File: src/rtl/assert_macros.svh
// Assertion macros shared by the RTL. Define ASSERT_OFF to drop them.
`ifndef ASSERT_MACROS_SVH
`define ASSERT_MACROS_SVH
`ifndef ASSERT_OFF
// Check that cons holds in the same cycle as ante.
`define RAG_ASSERT_IMPLY(lbl, clk, rst_n, ante, cons) \
  lbl: assert property (@(posedge clk) disable iff (!rst_n) (ante) |-> (cons)) \
    else $error("assertion failed");
// Check that cons holds in the cycle after ante.
`define RAG_ASSERT_NEXT(lbl, clk, rst_n, ante, cons) \
  lbl: assert property (@(posedge clk) disable iff (!rst_n) (ante) |=> (cons)) \
    else $error("assertion failed");
`else
`define RAG_ASSERT_IMPLY(lbl, clk, rst_n, ante, cons)
`define RAG_ASSERT_NEXT(lbl, clk, rst_n, ante, cons)
`endif
`endif

File: src/rtl/rag_pkg.sv
`timescale 1ns / 1ps
package rag_pkg;

  // Controller states
  typedef enum logic [2:0] {
    ST_IDLE,
    ST_RMW,
    ST_SWEEP,
    ST_SWEND,
    ST_SEND,
    ST_EMIT
  } rag_state_t;

  // Result status codes
  localparam logic [1:0] STATUS_OK       = 2'd0;
  localparam logic [1:0] STATUS_DEADLOCK = 2'd1;
  localparam logic [1:0] STATUS_IGNORED  = 2'd2;
  localparam logic [1:0] STATUS_CLEARED  = 2'd3;

  // Input codes
  localparam logic OP_ADD      = 1'b0;
  localparam logic OP_CLEAR    = 1'b1;
  localparam logic DIR_REQUEST = 1'b0;
  localparam logic DIR_ASSIGN  = 1'b1;

  // Field widths and limits
  localparam int ID_W         = 5;
  localparam int EDGE_W       = 16;
  localparam int RESULT_LIMIT = 32;
  localparam logic [EDGE_W-1:0] EDGE_MAX = 16'hFFFF;

endpackage

File: src/rtl/rag_ram.sv
`timescale 1ns / 1ps
module rag_ram #(
  parameter int WIDTH = 32,
  parameter int DEPTH = 32
) (
  input  logic                     clk,
  input  logic                     we,
  input  logic [$clog2(DEPTH)-1:0] waddr,
  input  logic [WIDTH-1:0]         wdata,
  input  logic [$clog2(DEPTH)-1:0] raddr,
  output logic [WIDTH-1:0]         rdata
);

  logic [WIDTH-1:0] mem [DEPTH];

  // Write one row, read one row with registered data
  always_ff @(posedge clk) begin
    if (we) begin
      mem[waddr] <= wdata;
    end
    rdata <= mem[raddr];
  end

endmodule

File: src/rtl/rag_deadlock_detector_core.sv
`timescale 1ns / 1ps
// Deadlock detector on a resource allocation graph.
// Input channel (in_valid / in_stall) carries one operation per transfer:
// a clear, or one request or assignment edge. The result channel
// (out_valid / out_stall) returns one result per operation, or one result
// per stuck process when a deadlock appears; out_last marks the final one.
// A clear, or an edge seen after a deadlock, passes through ST_SEND into
// the output register, and no new transfer is taken until the block is
// back in ST_IDLE. A new edge goes through ST_RMW, which writes it into
// its RAM row (an id out of range skips ST_RMW), and then through K
// reduction rounds of ST_SWEEP and ST_SWEND, K at most PROCESSES +
// RESOURCES + 1. Each round sweeps every node row through the
// request and assignment RAMs, one read per cycle, so the RAM read port
// sets the pace. A deadlock then walks ids from 0 up to the highest stuck
// process, one result per stuck id. in_stall is high while an operation is busy.
// Reset (rst_n low, synchronous) empties the graph, the edge counter and
// the deadlock flag at once through per-row valid bits; no clearing pass
// is needed. A clear does the same. When the receiver stalls, the result
// holds in the output register and the block waits before loading more.
`include "assert_macros.svh"
module rag_deadlock_detector_core #(
  parameter int PROCESSES = 32,
  parameter int RESOURCES = 32
) (
  input  logic                        clk,
  input  logic                        rst_n,
  input  logic                        in_valid,
  output logic                        in_stall,
  input  logic                        in_op,
  input  logic [rag_pkg::ID_W-1:0]    in_process_id,
  input  logic [rag_pkg::ID_W-1:0]    in_resource_id,
  input  logic                        in_direction,
  output logic                        out_valid,
  input  logic                        out_stall,
  output logic [1:0]                  out_status,
  output logic [rag_pkg::ID_W-1:0]    out_stuck_process,
  output logic [rag_pkg::EDGE_W-1:0]  out_edge_number,
  output logic                        out_last
);
  import rag_pkg::*;

  localparam int PW    = $clog2(PROCESSES);
  localparam int RW    = $clog2(RESOURCES);
  localparam int NODES = PROCESSES + RESOURCES;
  localparam int CW    = $clog2(NODES);
  localparam int LIM   = (PROCESSES < RESULT_LIMIT) ? PROCESSES : RESULT_LIMIT;
  localparam int LW    = $clog2(LIM);

  rag_state_t state_r, state_nxt;
  logic [PROCESSES-1:0] req_vld_r, req_vld_nxt;
  logic [RESOURCES-1:0] asg_vld_r, asg_vld_nxt;
  logic                 halted_r, halted_nxt;
  logic [EDGE_W-1:0]    edge_cnt_r, edge_cnt_nxt;
  logic [EDGE_W-1:0]    edge_r, edge_nxt;
  logic [PW-1:0]        pid_r, pid_nxt;
  logic [RW-1:0]        rid_r, rid_nxt;
  logic                 dir_r, dir_nxt;
  logic [PROCESSES-1:0] live_p_r, live_p_nxt, live_p_ev;
  logic [RESOURCES-1:0] live_r_r, live_r_nxt, live_r_ev;
  logic                 changed_r, changed_nxt, ch_ev;
  logic [CW-1:0]        sw_cnt_r, sw_cnt_nxt, rix;
  logic                 ev_vld_r, ev_vld_nxt;
  logic                 ev_res_r, ev_res_nxt;
  logic [PW-1:0]        ev_pidx_r, ev_pidx_nxt;
  logic [RW-1:0]        ev_ridx_r, ev_ridx_nxt;
  logic                 req_rdv_r, asg_rdv_r;
  logic [LIM-1:0]       pend_r, pend_nxt, pend_rest;
  logic [LW-1:0]        em_i_r, em_i_nxt;
  logic [1:0]           send_status_r, send_status_nxt;

  logic                 out_valid_r, out_valid_nxt, out_load;
  logic [1:0]           out_status_r, out_status_nxt;
  logic [ID_W-1:0]      out_stuck_r, out_stuck_nxt;
  logic [EDGE_W-1:0]    out_edge_r, out_edge_nxt;
  logic                 out_last_r, out_last_nxt;

  logic                 req_we, asg_we;
  logic [PW-1:0]        req_waddr, req_raddr;
  logic [RW-1:0]        asg_waddr, asg_raddr;
  logic [RESOURCES-1:0] req_wdata, req_q, req_row;
  logic [PROCESSES-1:0] asg_wdata, asg_q, asg_row;

  logic [31:0]          pid_full, rid_full;
  logic                 in_range, slot_free;

  // Request rows: bit r of row p is set when process p requests resource r
  rag_ram #(.WIDTH(RESOURCES), .DEPTH(PROCESSES)) u_req_ram (
    .clk   (clk),
    .we    (req_we),
    .waddr (req_waddr),
    .wdata (req_wdata),
    .raddr (req_raddr),
    .rdata (req_q)
  );

  // Assignment rows: bit p of row r is set when resource r is held by process p
  rag_ram #(.WIDTH(PROCESSES), .DEPTH(RESOURCES)) u_asg_ram (
    .clk   (clk),
    .we    (asg_we),
    .waddr (asg_waddr),
    .wdata (asg_wdata),
    .raddr (asg_raddr),
    .rdata (asg_q)
  );

  // Rows never written since the last clear read as empty
  assign req_row = req_rdv_r ? req_q : '0;
  assign asg_row = asg_rdv_r ? asg_q : '0;

  assign pid_full  = 32'(in_process_id);
  assign rid_full  = 32'(in_resource_id);
  assign in_range  = (pid_full < 32'(PROCESSES)) && (rid_full < 32'(RESOURCES));
  assign slot_free = !out_valid_r || !out_stall;
  assign in_stall  = (state_r != ST_IDLE);

  // Evaluate the row that came back from the RAM last cycle
  always_comb begin
    live_p_ev = live_p_r;
    live_r_ev = live_r_r;
    ch_ev     = 1'b0;
    if (ev_vld_r) begin
      if (!ev_res_r) begin
        if (live_p_r[ev_pidx_r] && ((req_row & live_r_r) == '0)) begin
          live_p_ev[ev_pidx_r] = 1'b0;
          ch_ev = 1'b1;
        end
      end else begin
        if (live_r_r[ev_ridx_r] && ((asg_row & live_p_r) == '0)) begin
          live_r_ev[ev_ridx_r] = 1'b0;
          ch_ev = 1'b1;
        end
      end
    end
  end

  // Next state and outputs
  always_comb begin
    state_nxt       = state_r;
    req_vld_nxt     = req_vld_r;
    asg_vld_nxt     = asg_vld_r;
    halted_nxt      = halted_r;
    edge_cnt_nxt    = edge_cnt_r;
    edge_nxt        = edge_r;
    pid_nxt         = pid_r;
    rid_nxt         = rid_r;
    dir_nxt         = dir_r;
    live_p_nxt      = live_p_r;
    live_r_nxt      = live_r_r;
    changed_nxt     = changed_r;
    sw_cnt_nxt      = sw_cnt_r;
    ev_vld_nxt      = 1'b0;
    ev_res_nxt      = ev_res_r;
    ev_pidx_nxt     = ev_pidx_r;
    ev_ridx_nxt     = ev_ridx_r;
    pend_nxt        = pend_r;
    em_i_nxt        = em_i_r;
    send_status_nxt = send_status_r;
    pend_rest       = pend_r;
    rix             = '0;
    req_we          = 1'b0;
    asg_we          = 1'b0;
    req_waddr       = pid_r;
    asg_waddr       = rid_r;
    req_wdata       = req_row | (RESOURCES'(1) << rid_r);
    asg_wdata       = asg_row | (PROCESSES'(1) << pid_r);
    req_raddr       = '0;
    asg_raddr       = '0;
    out_load        = 1'b0;
    out_valid_nxt   = out_valid_r && out_stall;
    out_status_nxt  = send_status_r;
    out_stuck_nxt   = '0;
    out_edge_nxt    = edge_r;
    out_last_nxt    = 1'b1;

    unique case (state_r)
      ST_IDLE: begin
        if (in_valid) begin
          if (in_op == OP_CLEAR) begin
            req_vld_nxt     = '0;
            asg_vld_nxt     = '0;
            halted_nxt      = 1'b0;
            edge_cnt_nxt    = '0;
            edge_nxt        = '0;
            send_status_nxt = STATUS_CLEARED;
            state_nxt       = ST_SEND;
          end else begin
            edge_nxt = edge_cnt_r;
            if (edge_cnt_r != EDGE_MAX) begin
              edge_cnt_nxt = edge_cnt_r + 1'b1;
            end
            if (halted_r) begin
              send_status_nxt = STATUS_IGNORED;
              state_nxt       = ST_SEND;
            end else begin
              pid_nxt     = pid_full[PW-1:0];
              rid_nxt     = rid_full[RW-1:0];
              dir_nxt     = in_direction;
              req_raddr   = pid_full[PW-1:0];
              asg_raddr   = rid_full[RW-1:0];
              live_p_nxt  = '1;
              live_r_nxt  = '1;
              changed_nxt = 1'b0;
              sw_cnt_nxt  = '0;
              state_nxt   = in_range ? ST_RMW : ST_SWEEP;
            end
          end
        end
      end

      ST_RMW: begin
        // Merge the new edge into its row and write it back
        if (dir_r == DIR_REQUEST) begin
          req_we             = 1'b1;
          req_vld_nxt[pid_r] = 1'b1;
        end else begin
          asg_we             = 1'b1;
          asg_vld_nxt[rid_r] = 1'b1;
        end
        state_nxt = ST_SWEEP;
      end

      ST_SWEEP: begin
        // Issue one node row a cycle: processes first, then resources
        ev_vld_nxt = 1'b1;
        if (sw_cnt_r < CW'(PROCESSES)) begin
          req_raddr   = sw_cnt_r[PW-1:0];
          ev_pidx_nxt = sw_cnt_r[PW-1:0];
          ev_res_nxt  = 1'b0;
        end else begin
          rix         = sw_cnt_r - CW'(PROCESSES);
          asg_raddr   = rix[RW-1:0];
          ev_ridx_nxt = rix[RW-1:0];
          ev_res_nxt  = 1'b1;
        end
        live_p_nxt  = live_p_ev;
        live_r_nxt  = live_r_ev;
        changed_nxt = changed_r | ch_ev;
        if (sw_cnt_r == CW'(NODES - 1)) begin
          state_nxt = ST_SWEND;
        end else begin
          sw_cnt_nxt = CW'(sw_cnt_r + 1'b1);
        end
      end

      ST_SWEND: begin
        // Close the round: sweep again on any removal, else report
        live_p_nxt = live_p_ev;
        live_r_nxt = live_r_ev;
        if (changed_r | ch_ev) begin
          sw_cnt_nxt  = '0;
          changed_nxt = 1'b0;
          state_nxt   = ST_SWEEP;
        end else if (live_p_ev[LIM-1:0] == '0) begin
          send_status_nxt = STATUS_OK;
          state_nxt       = ST_SEND;
        end else begin
          pend_nxt  = live_p_ev[LIM-1:0];
          em_i_nxt  = '0;
          state_nxt = ST_EMIT;
        end
      end

      ST_SEND: begin
        // Load the single result once the output register frees up
        if (slot_free) begin
          out_load      = 1'b1;
          out_valid_nxt = 1'b1;
          state_nxt     = ST_IDLE;
        end
      end

      ST_EMIT: begin
        // Walk stuck processes in ascending id order
        if (pend_r[em_i_r]) begin
          if (slot_free) begin
            pend_rest      = pend_r & ~(LIM'(1) << em_i_r);
            out_load       = 1'b1;
            out_valid_nxt  = 1'b1;
            out_status_nxt = STATUS_DEADLOCK;
            out_stuck_nxt  = ID_W'(em_i_r);
            out_last_nxt   = (pend_rest == '0);
            pend_nxt       = pend_rest;
            em_i_nxt       = LW'(em_i_r + 1'b1);
            if (pend_rest == '0) begin
              halted_nxt = 1'b1;
              state_nxt  = ST_IDLE;
            end
          end
        end else begin
          em_i_nxt = LW'(em_i_r + 1'b1);
        end
      end

      default: begin
        state_nxt = ST_IDLE;
      end
    endcase
  end

  // Control registers
  always_ff @(posedge clk) begin
    if (!rst_n) begin
      state_r     <= ST_IDLE;
      req_vld_r   <= '0;
      asg_vld_r   <= '0;
      halted_r    <= 1'b0;
      edge_cnt_r  <= '0;
      ev_vld_r    <= 1'b0;
      out_valid_r <= 1'b0;
    end else begin
      state_r     <= state_nxt;
      req_vld_r   <= req_vld_nxt;
      asg_vld_r   <= asg_vld_nxt;
      halted_r    <= halted_nxt;
      edge_cnt_r  <= edge_cnt_nxt;
      ev_vld_r    <= ev_vld_nxt;
      out_valid_r <= out_valid_nxt;
    end
  end

  // Working and payload registers
  always_ff @(posedge clk) begin
    edge_r        <= edge_nxt;
    pid_r         <= pid_nxt;
    rid_r         <= rid_nxt;
    dir_r         <= dir_nxt;
    live_p_r      <= live_p_nxt;
    live_r_r      <= live_r_nxt;
    changed_r     <= changed_nxt;
    sw_cnt_r      <= sw_cnt_nxt;
    ev_res_r      <= ev_res_nxt;
    ev_pidx_r     <= ev_pidx_nxt;
    ev_ridx_r     <= ev_ridx_nxt;
    pend_r        <= pend_nxt;
    em_i_r        <= em_i_nxt;
    send_status_r <= send_status_nxt;
    req_rdv_r     <= req_vld_r[req_raddr];
    asg_rdv_r     <= asg_vld_r[asg_raddr];
    if (out_load) begin
      out_status_r <= out_status_nxt;
      out_stuck_r  <= out_stuck_nxt;
      out_edge_r   <= out_edge_nxt;
      out_last_r   <= out_last_nxt;
    end
  end

  assign out_valid         = out_valid_r;
  assign out_status        = out_status_r;
  assign out_stuck_process = out_stuck_r;
  assign out_edge_number   = out_edge_r;
  assign out_last          = out_last_r;

  // Checks
  `RAG_ASSERT_IMPLY(a_single_last, clk, rst_n, out_valid_r && (out_status_r != STATUS_DEADLOCK), out_last_r)
  `RAG_ASSERT_IMPLY(a_clear_zero, clk, rst_n, out_valid_r && (out_status_r == STATUS_CLEARED), (out_edge_r == '0) && (out_stuck_r == '0))
  `RAG_ASSERT_IMPLY(a_no_sweep_halted, clk, rst_n, (state_r == ST_SWEEP) || (state_r == ST_SWEND), !halted_r)
  `RAG_ASSERT_NEXT(a_halt_after_last, clk, rst_n, (state_r == ST_EMIT) && out_load && out_last_nxt, halted_r)

endmodule

File: config.mk
export PLATFORM = sky130hd
export DESIGN_NAME = rag_deadlock_detector_core
export DESIGN_NICKNAME = d
export VERILOG_FILES = /design/src/rtl/rag_pkg.sv /design/src/rtl/rag_ram.sv /design/src/rtl/rag_deadlock_detector_core.sv
export VERILOG_INCLUDE_DIRS = /design/src /design/src/rtl
export SDC_FILE = /design/constraint.sdc
export NUM_CORES = 2
export LEC_CHECK = 0
export CAP_MARGIN = 20
export CORE_UTILIZATION = 40
export CTS_BUF_LIST = sky130_fd_sc_hd__clkbuf_16
export CTS_CLUSTER_SIZE = 16
export DETAILED_ROUTE_END_ITERATION = 6
export DONT_BUFFER_PORTS = 1
export GPL_ROUTABILITY_DRIVEN = 1
export SETUP_SLACK_MARGIN = 0.02
export SKIP_LAST_GASP = 1
export SLEW_MARGIN = 40
export SYNTH_ARGS = -nofsm -noshare
export SYNTH_HDL_FRONTEND = slang
export SYNTH_HIERARCHICAL = 1
export SYNTH_SLANG_ARGS = --single-unit
export TNS_END_PERCENT = 100
File: constraint.sdc
create_clock -name clk -period 4.7 [get_ports clk]
set_input_delay 0.705 -clock clk [delete_from_list [all_inputs] [get_ports clk]]
set_output_delay 0.705 -clock clk [all_outputs]
set_load 0.02 [all_outputs]
Word-level counts from Yosys, hierarchy flattened

Memory sizes are Yosys's and may differ from the RTL's. A register that Yosys moved wholly into a read port is not among the register bits.
Index checks and enable logic that the tools add are counted.
W data, S select, Z words.

Bits in registers: 260
Bits in latches: 0
Bits in writable memories: 2048
Memory bits (read-only): 0
Input bits: 16
Output and inout port bits: 26
Logic and storage cells: 253
Memories kept: 2

Add/sub/neg operators: 4
Multiply operators: 0
Div/mod/pow operators: 0
Magnitude comparators: 14
Eq/ne operators: 28
Shift operators: 3
Multiplexer cells: 117
Bitwise gates (word level): 16
Reduce and logical (&&, ||, !) cells: 42

Memories:

| name          | words | width | read ports | clocked after memory_dff | write ports | RTL line      | text |
|---|---|---|---|---|---|---|---|
| u_asg_ram.mem | 32    | 32    | 1          | 1                        | 1           | rag_ram.sv:14 | `logic [WIDTH-1:0] mem [DEPTH];` |
| u_req_ram.mem | 32    | 32    | 1          | 1                        | 1           | rag_ram.sv:14 |  |

Operators with widths:

| cell                    | number |
|---|---|
| $mux W32                | 19 |
| $pmux W32 S2            | 5 |
| $and A32 B32 Y32        | 5 |
| $logic_not A32 Y1       | 4 |
| $or A32 B32 Y32         | 4 |
| $not A32 Y32            | 3 |
| $shl A1 B5 Y32 const A  | 3 |
| $mux W5                 | 12 |
| $lt A5 B6 Y1 const B    | 9 |
| $mux W1                 | 37 |
| $mux W16                | 2 |
| $ne A2 B2 Y1 const B    | 16 |
| $mux W6                 | 5 |
| $pmux W5 S2             | 3 |
| $mux W3                 | 9 |
| $bmux W1 S5             | 5 |
| $demux W1 S5            | 4 |
| $ge A5 B1 Y1 const B    | 4 |
| $reduce_and A4 Y1       | 5 |
| $mux W2                 | 9 |
| $pmux W3 S6             | 1 |
| $pmux W6 S3             | 1 |
| $reduce_and A6 Y1       | 3 |
| $add A16 B1 Y16 const B | 1 |
| other kinds (27)        | 55 |

Longest topological paths before layout

Depth after elaboration: 13
Mapped depth: 17
Depth with buffers taken out: 11

Cells and area by module

Netlist, hierarchy kept.

By module, submodules not included:

| module                     | times used | cells each | area each (sq um) | seq. area each (sq um) |
|---|---|---|---|---|
| rag_ram at u_req_ram       | 1          | 2260       | 40492.6           | 31390.1 |
| rag_ram at u_asg_ram       | 1          | 2260       | 40488.8           | 31390.1 |
| rag_deadlock_detector_core | 1          | 1289       | 13462.9           | 6926.6 |

Worst setup path before layout

No wires, ideal clock.

Path type: register -> register
From: register live_r_r[1]
To: register pend_r[0], enable pin
Setup time: 0.407 ns
Arrival time: 3.088 ns
Data required time: 4.293 ns
Setup slack: 1.205 ns
Cell stages (with the launch flop): 12
Buffers on the path: 2
Clock period less this slack: 3.495 ns
Path through: edfxtp_1 a22oi_1 nand4_1 o41a_1 or2_1 buf_6 buf_8 o41ai_1 nand4_1 nor2_2 a31oi_1 or2_1

Word-level cells in the longest chain between the ends: 9
Elaborated cells on any way between the ends: 18
Those cells by class: 2 x eq/ne; 9 x mux; 2 x bitwise; 5 x reduce/logical

RTL lines:

| element                                           | RTL line                                                             | text |
|---|---|---|
| start: declaration                                | rag_deadlock_detector_core.sv:59                                     | `logic [RESOURCES-1:0] live_r_r, live_r_nxt, live_r_ev;` |
| start signal: assignment                          | rag_deadlock_detector_core.sv:328                                    | `live_r_r <= live_r_nxt;` |
| $and A32 B32 Y32 or $bmux W1 S5 (tied branches)   | rag_deadlock_detector_core.sv:123, rag_deadlock_detector_core.sv:128 |  |
| $logic_not A32 Y1 or $mux W1 (tied branches)      | rag_deadlock_detector_core.sv:123, rag_deadlock_detector_core.sv:128 |  |
| $logic_and A1 B1 Y1, on equally long branches     | rag_deadlock_detector_core.sv:123, rag_deadlock_detector_core.sv:128 |  |
| $mux W32, or another cell as far along            | rag_deadlock_detector_core.sv:123                                    | `if (live_p_r[ev_pidx_r] && ((req_row & live_r_r) == '0)) begin` |
| $mux W32 or $mux W1 (tied branches)               | rag_deadlock_detector_core.sv:122                                    | `if (!ev_res_r) begin` |
| $mux W32 or $mux W1 (tied branches)               | rag_deadlock_detector_core.sv:121                                    | `if (ev_vld_r) begin` |
| $logic_not A32 Y1 or $or A1 B1 Y1 (tied branches) | rag_deadlock_detector_core.sv:253, rag_deadlock_detector_core.sv:249 |  |
| $ne A2 B2 Y1 (no line)                            | --                                                                   |  |
| $reduce_and A5 Y1 (no line) (*)                   | --                                                                   |  |
| end signal: assignment                            | rag_deadlock_detector_core.sv:334                                    | `pend_r <= pend_nxt;` |
| end: declaration                                  | rag_deadlock_detector_core.sv:67                                     | `logic [LIM-1:0] pend_r, pend_nxt, pend_rest;` |

Mark *: on every way between the ends. The rest lies on a longest branch, timed or not. The select of a mux whose other input is x is not followed.
A chain may end at the register's enable or synchronous reset.

Final worst setup path

From: register ev_pidx_r[1]
To: register pend_r[3], enable pin

Word-level cells in the longest chain between the ends: 12
Elaborated cells on any way between the ends: 21
Those cells by class: 2 x order compare; 2 x eq/ne; 10 x mux; 3 x bitwise; 4 x reduce/logical

RTL lines:

| element                                                            | RTL line                          | text |
|---|---|---|
| start: declaration                                                 | rag_deadlock_detector_core.sv:64  | `logic [PW-1:0] ev_pidx_r, ev_pidx_nxt;` |
| start signal: assignment                                           | rag_deadlock_detector_core.sv:332 | `ev_pidx_r <= ev_pidx_nxt;` |
| $lt A5 B6 Y1 (implied by the code) or $ge A5 B1 Y1 (tied branches) | rag_deadlock_detector_core.sv:124 | `live_p_ev[ev_pidx_r] = 1'b0;` |
| $logic_and A1 B1 Y1 (implied by the code)                          | rag_deadlock_detector_core.sv:124 |  |
| $mux W1 (implied by the code)                                      | rag_deadlock_detector_core.sv:124 |  |
| $demux W1 S5                                                       | rag_deadlock_detector_core.sv:124 |  |
| $not A32 Y32 (no line)                                             | --                                |  |
| $and A32 B32 Y32 (no line)                                         | --                                |  |
| $mux W32                                                           | rag_deadlock_detector_core.sv:123 |  |
| $mux W32                                                           | rag_deadlock_detector_core.sv:122 |  |
| $mux W32                                                           | rag_deadlock_detector_core.sv:121 |  |
| $logic_not A32 Y1                                                  | rag_deadlock_detector_core.sv:253 | `end else if (live_p_ev[LIM-1:0] == '0) begin` |
| $ne A2 B2 Y1 (no line)                                             | --                                |  |
| $reduce_and A5 Y1 (no line) (*)                                    | --                                |  |

Marks and branches as above.

==> results.py <==
metrics = {
    "cells_and_area": {
        "top_regs": "u_asg_ram/mem x1024, u_req_ram/mem x1024",
        "seq_area_sq_um": 69700,
        "fill_cells": 20021,
        "fin_nets": 5977,
        "multi_input_area_sq_um": 23400,
        "layout-drive-gt1-share_pct": 12.5,
        "final_area_sq_um": 107000,
        "synthToLayoutAreaGrowth_pct": 13.7,
    },
    "routing": {
        "routed_wl_mm": 254,
        "route.detailed.drc": 0,
        "dr.pass1.iters": 6,
        "vias": 53261,
        "avgViaCountPerCell": 5.72,
        "wl_per_cell_microns": 27.2,
        "first_iter_violations": 5683,
        "antenna_left": 0,
    },
    "setup_path": {
        "cp_num_buf_inv": 2,
        "rr_endpoint": "pend_r[3]",
        "worstSetupEndpointType": "register",
        "crit_chain": "mux2i_1 > a32oi_1 > nand4b_4 > or2_1 > buf_4 > o41ai_1 > nand4_1 > nor2_1 > a31oi_1 > or2_1 > buf_4",
        "r2r-start": "ev_pidx_r[1]",
        "cp_num_cells": 11,
        "critical_path_required_ns": 5.30,
        "crit_path_max_fanout": 32,
        "worst_r2r_path_depth": 11,
        "path_delay_family": "simple AND/OR/NAND/NOR gates",
        "r2r_slack_ns": 0.41,
        "max_stage_delay_ns": 0.88,
        "setup.worst_path.start": "ev_pidx_r[1]",
        "slowest_stage": "edfxtp_1",
        "endpoint": "pend_r[3]",
        "cp-start-kind": "register",
        "critPathKind": "register to register",
        "arrival_ns": 4.89,
    },
    "place": {
        "portBuffers": 0,
        "hpwlAfterDp_mm": 140,
        "place_area_sq_um": 99800,
        "gp_congestion": 0.887,
    },
    "synthesis": {
        "synth_seq_area_share_pct": 73.8,
        "synth.largest_area_cell": "edfxtp_1",
        "synth_area_per_cell_sq_um": 16.3,
        "syn_inst": 5809,
        "synth_area_sq_um": 94400,
        "synth_top_family_by_area": "multiplexers",
        "synthTopCellsByCount": "edfxtp_1, mux2i_1, nand2_1, a21oi_1, nand3_1",
        "synth_cell_type_count": 81,
        "synth_fa_ha_area_share_pct": 0.106,
        "synth_edf_count": 2220,
        "async_flop_share_pct": 0,
        "synthesis.nets": 5833,
        "synthFlopType": "edfxtp_1",
        "yosysMostFrequentCell": "edfxtp_1",
        "synth_top_cell_area_share_pct": 70.6,
        "synthSimpleGateAreaFrac_pct": 5.23,
        "synth.area.top_cells": "edfxtp_1, mux2i_1, dfxtp_1, a22oi_1, a22o_1",
        "synth_xor_xnor_area_share_pct": 0.148,
        "synth_warnings": 6,
        "synthMuxAreaShare_pct": 11.8,
        "synth_compound_area_share_pct": 6.75,
        "synth-seq-cells": 2372,
    },
    "global_route": {
        "grt_pass1_wl_mm": 365,
        "antenna_found_initial": 10,
        "grt_max_degree": 84,
        "grt_pass1_vias": 52152,
        "grtUsageTotal_pct": 21.1,
        "gr-total-overflow": 0,
    },
    "timing": {
        "maxSlewViolCount": 0,
        "skew_ns": 0.0519,
        "finalSetupTns_ns": 0,
        "setup_viol": 0,
        "fmax_mhz": 233,
        "final-hold-violation-count": 0,
        "period_share_pct": 91.3,
        "grt_setup_unrepaired": "false",
        "worst_pin_slew_ns": 0.927,
        "slew_headroom_pct": 38.0,
        "fin_crit_ns": 4.29,
    },
    "clock_tree": {
        "clk_pin_slew_ns": 0.07,
        "cts_buffer_depth": 3,
        "cts_setup_buffers": 0,
        "insertion_delay_ns": 0.89,
        "tritoncts": "done",
        "numClockSinks": 2372,
        "h-tree-depth": 4,
        "cts-root-buf": "clkbuf_16",
        "cts_resized": 0,
        "numCtsBuffers": 224,
    },
    "floorplanning": {
        "die_y_microns": 488,
        "rows": 178,
        "core_sq_um": 235000,
        "num_io_pins": 42,
        "dieArea_sq_um": 238000,
        "start_util_pct": 40.2,
        "die_w_microns": 488,
    },
    "pwr": {
        "irDropWorstVdd_mv": 0.454,
        "power_density_nw_per_um2": 493,
        "fin_total_pwr_mw": 53.0,
        "p_leak_nw": 33.4,
    },
    "run_status": {
        "outcome": "finished, final reports clean",
    },
    "hold_path": {
        "hold_class": "input pin to register",
    },
    "run": {
        "drv_cap": 0,
    },
}
[through the flow]
step           util (%)  worst slack, ns  cells  hold slack (ns)
2_1_floorplan         -             1.20   5809            0.400
3_3_place_gp       42.4            0.557   8857            0.402
3_5_place_dp       42.5            0.505   8862            0.405
4_1_cts            45.7            0.466   9303           0.0190
5_1_grt            45.7            0.145   9312           0.0698
6_report           45.7            0.408   9315           0.0838
[where the power goes]
part	total, mW	switching, mW	internal [mW]
Clock	18.0	7.89	10.1
Combinational	9.11	6.03	3.08
Sequential	25.9	0.935	25.0
[cell usage in the layout (no fill, tap or decap), types with 14 or more instances in the layout]
master         Yosys  final
a21oi_1          269    269
a22o_1           181    138
a22o_2             0     43
a22oi_1          229    229
a31oi_1           68     68
a32o_2             0     15
and3_1            16     15
buf_12             0     69
buf_4             73    168
bufinv_16          0     24
clkbuf_16          0    226
clkinv_1           0     60
clkinv_2           1     45
dfxtp_1          152    152
dlygate4sd3_1      0     14
edfxtp_1        2220   2220
inv_1             19     68
mux2i_1         1058   1058
mux4_2            21     21
nand2_1          334    331
nand3_1          236    235
nand3b_1          22     22
nand4_1           17     17
nor2_1           190    121
nor2_4             0     67
nor2b_1           33     28
nor3_1            77     74
o211ai_1          20     20
o21ai_0           75     74
o41ai_1           23     23
[layer usage]
metal	GRT usage, %	vias up	share of wire (%)
met5	0	-	0.011
met4	6.28	4	2.6
met3	3.74	378	7.3
met2	32.9	1979	46
met1	29.9	27701	44
li1	-	23199	-
[timing repair]
| item | in CTS | in global routing |
|---|---|---|
| hold buffers | 14 | 0 |
| hold endpoints to repair | 31 | 0 |
| setup endpoints to repair | 0 | 0 |
[tightest hold or removal path: stages]
cell and delay, ns:
nor2b_1 0.12, o21ai_0 0.07, a31oi_1 0.04
[worst min-delay path by stage]
| stage | startpoint | to | slack, ns | cells after the start |
|---|---|---|---|---|
| floorplan | edge_r[0] | out_edge_number[0] | 0.40 | 0 |
| global placement | edge_r[2] | out_edge_number[2] | 0.40 | 0 |
| detailed placement | edge_r[13] | out_edge_number[13] | 0.40 | 0 |
| CTS | rst_n | state_r[1] | 0.02 | 3 |
| global route | in_op | halted_r | 0.07 | 4 |
| finish | rst_n | state_r[1] | 0.08 | 3 |
[area by class of cell]
type,instances,area share [%]
timing repair buffer,261,2.70
inverter,22,0.0990
sequential,2372,64.9
tap,3150,3.67
antenna,11,0.0256
clock inverter,201,1.56
clock buffer,226,5.27
multi-input combinational,3072,21.8
[kinds of logic (layout without fill, tap and decap cells)]
kind of cell    Yosys count  in the layout
flops                  2372           2372
buf+inv                 365            710
simple gates           1034           1034
compound gates          931            931
fa+ha+maj                 8              8
other cells               0             11
mux                    1083           1083
xor+xnor                 16             16
No activity file was read; power rests on OpenSTA's default activity.
